### config.mk
export PLATFORM = sky130hd
export DESIGN_NAME = nearest_point_search_3d
export DESIGN_NICKNAME = d
export VERILOG_FILES = /design/src/rtl/nps3d_pkg.sv /design/src/rtl/nps3d_sq_unit.sv /design/src/rtl/nps3d_isqrt.sv /design/src/rtl/nearest_point_search_3d.sv
export SDC_FILE = /design/constraint.sdc
export NUM_CORES = 2
export LEC_CHECK = 0
export ABC_AREA = 1
export BUFFER_PORTS_ARGS = -buffer_cell sky130_fd_sc_hd__buf_2
export CORE_ASPECT_RATIO = 1.1
export CORE_MARGIN = 2
export CORE_UTILIZATION = 50
export CTS_BUF_LIST = sky130_fd_sc_hd__clkbuf_16
export CTS_CLUSTER_SIZE = 12
export DETAILED_ROUTE_END_ITERATION = 12
export MAX_ROUTING_LAYER = met4
export PLACE_DENSITY_LB_ADDON = 0.3
export SYNTH_ARGS = -nofsm -noshare
export SYNTH_HDL_FRONTEND = slang
export SYNTH_HIERARCHICAL = 1
export SYNTH_SLANG_ARGS = --single-unit
### constraint.sdc
create_clock -name clk_i -period 8.15 [get_ports clk_i]
set_input_delay 1.2225 -clock clk_i [delete_from_list [all_inputs] [get_ports clk_i]]
set_output_delay 1.2225 -clock clk_i [all_outputs]
set_load 0.05 [all_outputs]
### src/rtl/nps3d_pkg.sv
// ----------------------------------------------------------------------------
// nps3d_pkg
// Shared types, widths and codes of the 3D nearest point search block.
// ----------------------------------------------------------------------------
package nps3d_pkg;

  localparam int COORD_WIDTH = 30;
  localparam int ID_WIDTH    = 16;
  localparam int DIST_WIDTH  = 31;

  // A square of a coordinate difference and the sum of three squares.
  localparam int PROD_WIDTH  = 2 * COORD_WIDTH;
  localparam int SQ_WIDTH    = PROD_WIDTH + 2;

  // Square root: one result bit per step, two radicand bits per step.
  localparam int ROOT_WIDTH  = SQ_WIDTH / 2;
  localparam int REM_WIDTH   = ROOT_WIDTH + 3;
  localparam int ROOT_STEPS  = ROOT_WIDTH;
  localparam int STEP_CNT_W  = $clog2(ROOT_STEPS);

  localparam int NUM_AXES    = 3;
  localparam int AXIS_W      = 2;

  typedef logic [AXIS_W-1:0] axis_t;
  localparam axis_t AXIS_LAT = 2'd0;
  localparam axis_t AXIS_LON = 2'd1;
  localparam axis_t AXIS_ALT = 2'd2;

  // Configuration register indexes.
  localparam int CFG_IDX_W = 2;
  typedef logic [CFG_IDX_W-1:0] cfg_idx_t;
  localparam cfg_idx_t REG_REF_LAT = 2'd0;
  localparam cfg_idx_t REG_REF_LON = 2'd1;
  localparam cfg_idx_t REG_REF_ALT = 2'd2;

  typedef enum logic [2:0] {
    ST_IDLE,
    ST_CALC,
    ST_CMP,
    ST_ROOT,
    ST_DONE
  } state_e;

endpackage

### src/rtl/nps3d_sq_unit.sv
// ----------------------------------------------------------------------------
// nps3d_sq_unit
// Shared squaring unit: registered |a - b|, then its registered square.
// ----------------------------------------------------------------------------
module nps3d_sq_unit (
  input  logic                                   clk_i,
  input  logic                                   rst_ni,
  input  logic                                   issue_i,
  input  logic signed [nps3d_pkg::COORD_WIDTH-1:0] a_i,
  input  logic signed [nps3d_pkg::COORD_WIDTH-1:0] b_i,
  output logic                                   prod_valid_o,
  output logic [nps3d_pkg::PROD_WIDTH-1:0]       prod_o
);

  logic signed [nps3d_pkg::COORD_WIDTH:0] diff;
  logic [nps3d_pkg::COORD_WIDTH:0]        diff_abs;
  logic [nps3d_pkg::COORD_WIDTH-1:0]      mag_d, mag_q;
  logic                                   mag_vld_q;
  logic [nps3d_pkg::PROD_WIDTH-1:0]       prod_q;
  logic                                   prod_vld_q;

  always_comb begin
    diff     = (nps3d_pkg::COORD_WIDTH+1)'(a_i) - (nps3d_pkg::COORD_WIDTH+1)'(b_i);
    diff_abs = diff[nps3d_pkg::COORD_WIDTH] ? (~diff + 1'b1) : diff;
    // The magnitude never reaches 2^COORD_WIDTH, so the top bit is always zero.
    mag_d    = diff_abs[nps3d_pkg::COORD_WIDTH-1:0];
  end

  always_ff @(posedge clk_i or negedge rst_ni) begin
    if (!rst_ni) begin
      mag_vld_q  <= 1'b0;
      prod_vld_q <= 1'b0;
    end else begin
      mag_vld_q  <= issue_i;
      prod_vld_q <= mag_vld_q;
    end
  end

  always_ff @(posedge clk_i) begin
    if (issue_i) begin
      mag_q <= mag_d;
    end
    if (mag_vld_q) begin
      prod_q <= nps3d_pkg::PROD_WIDTH'(mag_q) * nps3d_pkg::PROD_WIDTH'(mag_q);
    end
  end

  assign prod_valid_o = prod_vld_q;
  assign prod_o       = prod_q;

endmodule

### src/rtl/nps3d_isqrt.sv
// ----------------------------------------------------------------------------
// nps3d_isqrt
// Iterative floor square root, one result bit per clock cycle.
// ----------------------------------------------------------------------------
module nps3d_isqrt (
  input  logic                              clk_i,
  input  logic                              rst_ni,
  input  logic                              start_i,
  input  logic [nps3d_pkg::SQ_WIDTH-1:0]    radicand_i,
  output logic                              done_o,
  output logic [nps3d_pkg::ROOT_WIDTH-1:0]  root_o
);

  logic                               active_q;
  logic                               done_q;
  logic [nps3d_pkg::STEP_CNT_W-1:0]   cnt_q;
  logic [nps3d_pkg::SQ_WIDTH-1:0]     x_q;
  logic [nps3d_pkg::REM_WIDTH-1:0]    rem_q;
  logic [nps3d_pkg::ROOT_WIDTH-1:0]   root_q;

  logic [nps3d_pkg::REM_WIDTH-1:0]    rem_sh;
  logic [nps3d_pkg::REM_WIDTH-1:0]    trial;
  logic                               fits;
  logic                               last_step;

  always_comb begin
    // Bring down the next two radicand bits and try the root bit as a one.
    rem_sh    = {rem_q[nps3d_pkg::REM_WIDTH-3:0],
                 x_q[nps3d_pkg::SQ_WIDTH-1:nps3d_pkg::SQ_WIDTH-2]};
    trial     = nps3d_pkg::REM_WIDTH'({root_q, 2'b01});
    fits      = (rem_sh >= trial);
    last_step = (cnt_q == nps3d_pkg::STEP_CNT_W'(nps3d_pkg::ROOT_STEPS - 1));
  end

  always_ff @(posedge clk_i or negedge rst_ni) begin
    if (!rst_ni) begin
      active_q <= 1'b0;
      done_q   <= 1'b0;
      cnt_q    <= '0;
    end else begin
      done_q <= 1'b0;
      if (start_i) begin
        active_q <= 1'b1;
        cnt_q    <= '0;
      end else if (active_q) begin
        cnt_q <= cnt_q + 1'b1;
        if (last_step) begin
          active_q <= 1'b0;
          done_q   <= 1'b1;
        end
      end
    end
  end

  always_ff @(posedge clk_i) begin
    if (start_i) begin
      x_q    <= radicand_i;
      rem_q  <= '0;
      root_q <= '0;
    end else if (active_q) begin
      x_q    <= {x_q[nps3d_pkg::SQ_WIDTH-3:0], 2'b00};
      rem_q  <= fits ? (rem_sh - trial) : rem_sh;
      root_q <= {root_q[nps3d_pkg::ROOT_WIDTH-2:0], fits};
    end
  end

  assign done_o = done_q;
  assign root_o = root_q;

endmodule

### src/rtl/nearest_point_search_3d.sv
// ----------------------------------------------------------------------------
// nearest_point_search_3d
// Finds the candidate point nearest to a configured reference point.
// ----------------------------------------------------------------------------
// Candidates arrive on the input channel (in_valid_i / in_stall_o), one
// transaction per point; last_cand_i closes a run. The configuration channel
// (cfg_valid_i / cfg_ready_o) writes the reference coordinates by index and
// is always ready; write it only while the block is idle.
// Each candidate is squared axis by axis through one shared squaring unit:
// the block stalls its input after each accepted transaction that does not
// close a run until that candidate has been compared with the best so far.
// On the last candidate of a run a one-bit-per-cycle square root unit runs
// 31 steps, and the result then appears on the output channel (out_valid_o /
// out_stall_i); the input stays stalled until the result is loaded into
// the output register. The result sits in that register: while the receiver
// stalls it, the block keeps taking candidates of the next run and waits
// only if that run also finishes before the result is taken.
// Reset clears the reference point to zero, forgets any partial run and
// drops a pending result.
// ----------------------------------------------------------------------------
module nearest_point_search_3d (
  input  logic                                     clk_i,
  input  logic                                     rst_ni,
  // configuration
  input  logic                                     cfg_valid_i,
  output logic                                     cfg_ready_o,
  input  logic [nps3d_pkg::CFG_IDX_W-1:0]          cfg_index_i,
  input  logic [nps3d_pkg::COORD_WIDTH-1:0]        cfg_data_i,
  // candidates
  input  logic                                     in_valid_i,
  output logic                                     in_stall_o,
  input  logic signed [nps3d_pkg::COORD_WIDTH-1:0] cand_lat_i,
  input  logic signed [nps3d_pkg::COORD_WIDTH-1:0] cand_lon_i,
  input  logic signed [nps3d_pkg::COORD_WIDTH-1:0] cand_alt_i,
  input  logic [nps3d_pkg::ID_WIDTH-1:0]           cand_id_i,
  input  logic                                     last_cand_i,
  // result
  output logic                                     out_valid_o,
  input  logic                                     out_stall_i,
  output logic [nps3d_pkg::ID_WIDTH-1:0]           nearest_id_o,
  output logic [nps3d_pkg::DIST_WIDTH-1:0]         nearest_dist_o
);

  nps3d_pkg::state_e state_q, state_d;

  logic signed [nps3d_pkg::COORD_WIDTH-1:0] ref_lat_q, ref_lon_q, ref_alt_q;
  logic signed [nps3d_pkg::COORD_WIDTH-1:0] cand_lat_q, cand_lon_q, cand_alt_q;
  logic [nps3d_pkg::ID_WIDTH-1:0]           cand_id_q;
  logic                                     cand_last_q;

  logic [nps3d_pkg::AXIS_W-1:0]   issue_cnt_q;
  logic [nps3d_pkg::AXIS_W-1:0]   got_cnt_q;
  logic [nps3d_pkg::SQ_WIDTH-1:0] acc_q;
  logic [nps3d_pkg::SQ_WIDTH-1:0] best_q;
  logic [nps3d_pkg::ID_WIDTH-1:0] best_id_q;
  logic                           started_q;

  logic                             out_valid_q;
  logic [nps3d_pkg::ID_WIDTH-1:0]   out_id_q;
  logic [nps3d_pkg::DIST_WIDTH-1:0] out_dist_q;

  logic in_accept;
  logic issue;
  logic take_best;
  logic root_start;
  logic out_load;

  logic signed [nps3d_pkg::COORD_WIDTH-1:0] sq_a, sq_b;
  logic                                     prod_valid;
  logic [nps3d_pkg::PROD_WIDTH-1:0]         prod;
  logic                                     root_done;
  logic [nps3d_pkg::ROOT_WIDTH-1:0]         root;

  assign cfg_ready_o = 1'b1;
  assign in_accept   = in_valid_i && !in_stall_o;
  assign take_best   = !started_q || (acc_q < best_q);

  // Operand select for the shared squaring unit.
  always_comb begin
    case (issue_cnt_q)
      nps3d_pkg::AXIS_LAT: begin
        sq_a = ref_lat_q;
        sq_b = cand_lat_q;
      end
      nps3d_pkg::AXIS_LON: begin
        sq_a = ref_lon_q;
        sq_b = cand_lon_q;
      end
      nps3d_pkg::AXIS_ALT: begin
        sq_a = ref_alt_q;
        sq_b = cand_alt_q;
      end
      default: begin
        sq_a = ref_alt_q;
        sq_b = cand_alt_q;
      end
    endcase
  end

  nps3d_sq_unit u_sq (
    .clk_i        (clk_i),
    .rst_ni       (rst_ni),
    .issue_i      (issue),
    .a_i          (sq_a),
    .b_i          (sq_b),
    .prod_valid_o (prod_valid),
    .prod_o       (prod)
  );

  nps3d_isqrt u_isqrt (
    .clk_i      (clk_i),
    .rst_ni     (rst_ni),
    .start_i    (root_start),
    .radicand_i (best_q),
    .done_o     (root_done),
    .root_o     (root)
  );

  // Sequencer.
  always_comb begin
    state_d    = state_q;
    in_stall_o = 1'b1;
    issue      = 1'b0;
    out_load   = 1'b0;
    case (state_q)
      nps3d_pkg::ST_IDLE: begin
        in_stall_o = 1'b0;
        if (in_valid_i) begin
          state_d = nps3d_pkg::ST_CALC;
        end
      end
      nps3d_pkg::ST_CALC: begin
        issue = (issue_cnt_q != nps3d_pkg::AXIS_W'(nps3d_pkg::NUM_AXES));
        if (prod_valid && (got_cnt_q == nps3d_pkg::AXIS_W'(nps3d_pkg::NUM_AXES - 1))) begin
          state_d = nps3d_pkg::ST_CMP;
        end
      end
      nps3d_pkg::ST_CMP: begin
        if (cand_last_q) begin
          state_d = nps3d_pkg::ST_ROOT;
        end else begin
          state_d = nps3d_pkg::ST_IDLE;
        end
      end
      nps3d_pkg::ST_ROOT: begin
        if (root_done) begin
          state_d = nps3d_pkg::ST_DONE;
        end
      end
      nps3d_pkg::ST_DONE: begin
        // Wait here only while an earlier result is still held.
        if (!out_valid_q || !out_stall_i) begin
          out_load = 1'b1;
          state_d  = nps3d_pkg::ST_IDLE;
        end
      end
      default: begin
        state_d = nps3d_pkg::ST_IDLE;
      end
    endcase
    // The root starts in ST_ROOT, after the best distance has settled.
    if (state_q == nps3d_pkg::ST_CMP && cand_last_q) begin
      state_d = nps3d_pkg::ST_ROOT;
    end
  end

  always_ff @(posedge clk_i or negedge rst_ni) begin
    if (!rst_ni) begin
      state_q <= nps3d_pkg::ST_IDLE;
    end else begin
      state_q <= state_d;
    end
  end

  // The root unit is started from the first cycle of ST_ROOT.
  logic root_pending_q;

  always_ff @(posedge clk_i or negedge rst_ni) begin
    if (!rst_ni) begin
      root_pending_q <= 1'b0;
    end else begin
      root_pending_q <= (state_q == nps3d_pkg::ST_CMP) && cand_last_q;
    end
  end

  assign root_start = root_pending_q;

  // Control and state registers.
  always_ff @(posedge clk_i or negedge rst_ni) begin
    if (!rst_ni) begin
      ref_lat_q   <= '0;
      ref_lon_q   <= '0;
      ref_alt_q   <= '0;
      issue_cnt_q <= '0;
      got_cnt_q   <= '0;
      best_q      <= '0;
      best_id_q   <= '0;
      started_q   <= 1'b0;
      out_valid_q <= 1'b0;
    end else begin
      if (cfg_valid_i && cfg_ready_o) begin
        case (cfg_index_i)
          nps3d_pkg::REG_REF_LAT: ref_lat_q <= cfg_data_i;
          nps3d_pkg::REG_REF_LON: ref_lon_q <= cfg_data_i;
          nps3d_pkg::REG_REF_ALT: ref_alt_q <= cfg_data_i;
          default: ;
        endcase
      end
      if (in_accept) begin
        issue_cnt_q <= '0;
        got_cnt_q   <= '0;
      end else begin
        if (issue) begin
          issue_cnt_q <= issue_cnt_q + 1'b1;
        end
        if (prod_valid) begin
          got_cnt_q <= got_cnt_q + 1'b1;
        end
      end
      if (state_q == nps3d_pkg::ST_CMP) begin
        if (take_best) begin
          best_q    <= acc_q;
          best_id_q <= cand_id_q;
        end
        started_q <= !cand_last_q;
      end
      if (out_load) begin
        out_valid_q <= 1'b1;
      end else if (!out_stall_i) begin
        out_valid_q <= 1'b0;
      end
    end
  end

  // Payload registers.
  always_ff @(posedge clk_i) begin
    if (in_accept) begin
      cand_lat_q  <= cand_lat_i;
      cand_lon_q  <= cand_lon_i;
      cand_alt_q  <= cand_alt_i;
      cand_id_q   <= cand_id_i;
      cand_last_q <= last_cand_i;
      acc_q       <= '0;
    end else if (prod_valid) begin
      acc_q <= acc_q + nps3d_pkg::SQ_WIDTH'(prod);
    end
    if (out_load) begin
      out_id_q   <= best_id_q;
      out_dist_q <= nps3d_pkg::DIST_WIDTH'(root);
    end
  end

  assign out_valid_o    = out_valid_q;
  assign nearest_id_o   = out_id_q;
  assign nearest_dist_o = out_dist_q;

endmodule
Yosys cells after proc, flatten, opt, wreduce, memory -nomap -nowiden --
Index checks and enable logic that the tools add are counted. W data, S select, Z words.
Storage, ports and cells: register bits 618, bits of input ports 144
Operators by class: add/sub/neg operators 7, multipliers 1, magnitude comparators 2, eq/ne operators 15, mux-type cells 31, bitwise logic cells 1, reduce and logical (&&, ||, !) cells 20
Operator list (number):
- $mux W62 | 2
- $pmux W30 S2 | 2
- $add A62 B60 Y62 | 1
- $lt A62 B62 Y1 | 1
- $mul A30 B30 Y60 | 1
- $ge A34 B33 Y1 | 1
- $mux W32 | 1
- $sub A32 B32 Y32 | 1
- $sub A30 B30 Y31 | 1
- $add A30 B1 Y30 const B | 1
- $mux W30 | 1
- $not A30 Y30 | 1
- $mux W3 | 5
- $pmux W3 S5 | 1
- $mux W1 | 12
- $mux W2 | 5
- $mux W5 | 2
- $reduce_and A2 Y1 | 4
- $eq A3 B2 Y1 const B | 2
- $ne A3 B2 Y1 const B | 2
- $ne A3 B3 Y1 const B | 2
- $reduce_bool A2 Y1 | 3
- $add A5 B1 Y5 const B | 1
- $eq A5 B5 Y1 const B | 1
- 13 further kinds | 23

Longest topological paths before layout --
depth after elaboration 6, gate-level depth with buffers 34, mapped depth without buffers 33

By module --
Netlist, hierarchy kept.
By module, submodules not included:
- nps3d_sq_unit | times used 1, cells each 3979, area each 32558.7 µm², seq. area each 2722.6 µm²
- nearest_point_search_3d | times used 1, cells each 2848, area each 21871.0 µm², seq. area each 10319.9 µm²
- nps3d_isqrt | times used 1, cells each 1133, area each 8006.4 µm², seq. area each 3298.2 µm²

Worst setup path before layout --
No wires, ideal clock.
path kind reg-to-reg, from reg u_sq/mag_q[7] in the netlist's numbering, to reg u_sq.prod_q, in the netlist u_sq/prod_o[52], data pin, setup time 252 ps, data arrival time 7013 ps, required time 7898 ps, setup slack 884 ps, cell stages (with the launch flop) 29, buffers on the path 2, cell sequence edfxtp_1 clkbuf_1 buf_1 nand2_1 fa_1 inv_1 fa_1 inv_1 fa_1 inv_1 fa_1 fa_1 fa_1 fa_1 inv_1 fa_1 inv_1 ha_1 nand2_1 nor2_1 inv_1 nor4_1 nand3_1 nand3_1 nand2_1 o211ai_1 nand2_1 nand3_1 nand2_1
On the way: cells in the longest elaborated chain, start to end 1
Ends and longest elaborated chain:
- start: declaration | RTL line nps3d_sq_unit.sv:17 | logic [nps3d_pkg::COORD_WIDTH-1:0] mag_d, mag_q;
- start signal: assignment | RTL line nps3d_sq_unit.sv:41 | mag_q <= mag_d;
- $mul A30 B30 Y60 | RTL line nps3d_sq_unit.sv:44 | prod_q <= nps3d_pkg::PROD_WIDTH'(mag_q) * nps3d_pkg::PROD_WIDTH'(mag_q);
- end signal: assignment | RTL line nps3d_sq_unit.sv:44
- end: declaration | RTL line nps3d_sq_unit.sv:19 | logic [nps3d_pkg::PROD_WIDTH-1:0] prod_q;
No other way between the ends. A chain may end at the register's enable or synchronous reset.

Worst setup path after layout --
from reg u_sq/mag_q[6] in the netlist's numbering, to reg u_sq.prod_q, in the netlist u_sq/prod_o[41], data pin
The elaborated chain is that of the path after synthesis.

==> metrics.md <==
| Metric | Value |
|---|---|
| Last weighted congestion value of the routability-driven placer | `0.9957` |
| Drt drc | `0` |
| Fin Setup TNS | `0 ps` |
| Post-synth EDFFs | `305` |
| Iteration-0 DRC Markers | `2952` |
| Top FF cell, synth | `edfxtp_1` |
| Worst path slowest cell | `edfxtp_1` |
| Seq/Total Area, Yosys | `26.17%` |
| Layout Nets | `9421` |
| Remaining antenna violation count | `0` |
| Area after DPL | `65170 sq um` |
| YS warnings | `6` |
| Mapped Area | `62440 sq um` |
| Most frequent cell after synthesis | `nand2_1` |
| I/O pins | `194` |
| Routed wire length | `164.6 mm` |
| Remaining Overflow, GRT | `0` |
| Worst Max-Slew Pin Slew | `1202 ps` |
| Max-cap violations | `0` |
| Vias after detailed routing | `49.41k` |
| CP Class | `flop to flop` |
| CTS clock-pin slew for the worst setup and hold paths | `60 ps` |
| CP Capture Type | `flop` |
| Core area | `123500 sq um` |
| Chip Height | `374.6 microns` |
| Fin. max-slew vios | `0` |
| Fill count | `11.53k` |
| Commonest cells post-synth | `nand2_1 (2404), inv_1 (1948), fa_1 (697)` |
| Total clock sinks | `617` |
| Syn nets | `9256` |
| Starting Density | `50.57%` |
| Final core utilization | `54.92%` |
| Worst min path class | `flop to flop` |
| DR vias/cell | `5.026` |
| Crit path cell chain | `buf_6, nand2_1, inv_1, fa_1, fa_1, inv_1, fa_1, inv_1, fa_1, inv_1, fa_1, fa_1, fa_1, fa_1, inv_1, ha_1, a21oi_1, o21ai_0, a21oi_1, o21ai_0, a21oi_1, o21ai_0, a21oi_1, xnor2_1` |
| Largest net degree at the start of global routing | `113` |
| CTS H-tree lvls | `3` |
| Maximum clock frequency | `126.7 MHz` |
| Tot GR Track Use | `27.28%` |
| CTS root buffer | `clkbuf_16` |
| # setup viols final | `0` |
| Die width | `340.9 microns` |
| Fin area | `67820 sq um` |
| Vias in the first global route | `51.93k` |
| Global-route wire length before repair | `270.1 mm` |
| RSZ-0062 raised after global routing | `false` |
| Wire length per cell | `16.74 microns` |
| Synth area leaders | `fa_1 (22%), edfxtp_1 (15%), nand2_1 (14%)` |
| I/O Buffers | `192` |
| Die area | `127700 sq um` |
| Mapped Avg Cell Area | `7.844 sq um` |
| Multi-input combinational cell area | `37810 sq um` |
| Area leader, netlist | `fa_1` |
| DP HPWL | `133.1 mm` |
| Synth unique cells | `60` |
| Area Growth Syn to Fin | `8.617%` |
| Status | `completed` |
| CTS Buffer Depth | `3` |
| Req. time, crit path | `8560 ps` |
| Final min period | `7891 ps` |
| Startpoint class of the critical path | `flop` |
| Top cell type's share of synthesized area | `22.35%` |
| CP most frequent cell | `fa_1` |
| Clock latency on the worst-skew pair | `690 ps` |
| WHS | `405.4 ps` |
| Critical Path AT | `8310 ps` |
| Worst rel slew slack | `19.79%` |
| Skew final | `41.98 ps` |
| Final hold viol count | `0` |
| Maximum net fanout on the critical path | `23` |
| Async S/R FF share, synth | `30.31%` |
| Drt first pass iters | `6` |
| Layout cells sized above 1 | `6.391%` |
| Synthesized instance count | `7960` |
| Synthesis-stage register bit count | `617` |
| CP max stage delay | `580 ps` |
| Core Rows | `135` |
| CTS tree | `built` |
| TritonCTS buffer count | `71` |
| Fin crit share | `96.82%` |
| Initial antenna violation count | `3` |
| Seq. cell area | `16340 sq um` |
-- sequential cells by signal (all words and copies together), names as in the netlist, 30 cells and up --
name            count
ref_alt_q          30
u_isqrt/root_o     31
u_sq/prod_o        59
cand_alt_q         30
ref_lon_q          30
nearest_dist_o     31
cand_lat_q         30
cand_lon_q         30
u_isqrt/rem_q      32
u_sq/mag_q         30
best_q             62
u_isqrt/x_q        62
ref_lat_q          30
acc_q              62
-- critical path, delay by kind of cell, from the launching register on --
family	cells	cell delay, ps
simple gates	1	140
fa+ha+maj	9	4280
flops	1	580
xor+xnor	1	120
buf+inv	6	620
compound gates	7	1920
-- layout by cell type, fill, tap and decap left out, types with 29 or more instances in the layout --
cell          n
nand4_1      37
nand2_1    2404
fa_1        697
o21bai_1     47
buf_2       191
ha_1        453
xnor2_1      31
inv_1      1974
nand2_2      29
o21ai_0     219
clkbuf_16    72
nand3_1     306
dfrtp_1     184
nor2_1      320
buf_4       104
xor2_1      108
a21oi_1     213
o22ai_1      30
nor3_1       36
a22oi_1      60
edfxtp_1    305
dfxtp_1     125
-- per-stage QoR --
stage / setup slack, ps / std cells
3_3_place_gp: 243.8 / 9665
2_1_floorplan: 884.2 / 7960
4_1_cts: 141.0 / 9797
3_5_place_dp: 163.6 / 9665
6_report: 258.9 / 9831
5_1_grt: 36.79 / 9831
-- path summary, 6_finish.rpt --
path,slack [ps],to,depth (start not counted),start
max reg2reg,260,u_sq/prod_o[41]$_DFFE_PP_,24,u_sq/mag_q[6]$_DFFE_PP_
min reg2reg,410,nearest_dist_o[17]$_DFFE_PP_,0,u_isqrt/root_o[17]$_SDFFE_PP0P_
max,260,u_sq/prod_o[41]$_DFFE_PP_,24,u_sq/mag_q[6]$_DFFE_PP_
min,410,nearest_dist_o[17]$_DFFE_PP_,0,u_isqrt/root_o[17]$_SDFFE_PP0P_
min in group asynchronous,550,ref_alt_q[25]$_DFFE_PN0P_,1,rst_ni
max in group asynchronous,6300,root_pending_q$_DFF_PN0_,2,rst_ni
-- routing by layer --
metal / GRT usage (%) / vias to the layer above / part of all wire, % / wire, microns
li1: - / 24261 / - / -
met1: 32.84 / 23644 / 42 / 68350
met2: 47.43 / 1184 / 50 / 82770
met3: 3.001 / 318 / 4.4 / 7263
met4: 9.500 / 0 / 3.8 / 6212
met5: - / - / 0 / 0
-- cell families after synthesis --
logic type | share of synthesized area (%)
adders and majority gates | 31.47
other | 0.01203
and+or+nand+nor | 21.17
DFF | 26.17
xor gates and xnor gates | 2.020
AOI/OAI and AO/OA | 5.802
buffers and inverters | 13.36
-- timing repair --
item / 4_1_cts / 5_1_grt
hold buffers: 0 / 0
gates resized for setup: 0 / 3
setup endpoints to repair: 0 / 7
buffers inserted: 0 / 31
-- area by class of cell --
| cell class | instances | share of cell area [%] |
|---|---|---|
| Multi-Input combinational cell | 5171 | 55.75 |
| Sequential cell | 617 | 24.10 |
| Inverter | 1959 | 10.84 |
| Tap cell | 1644 | 3.033 |
| Timing Repair Buffer | 305 | 2.821 |
| Clock buffer | 72 | 2.657 |
| Clock inverter | 60 | 0.7804 |
| Antenna cell | 3 | 0.01107 |
Power is not shown: default switching activity piles up to over one toggle a cycle in this logic, so the estimate is an artifact.
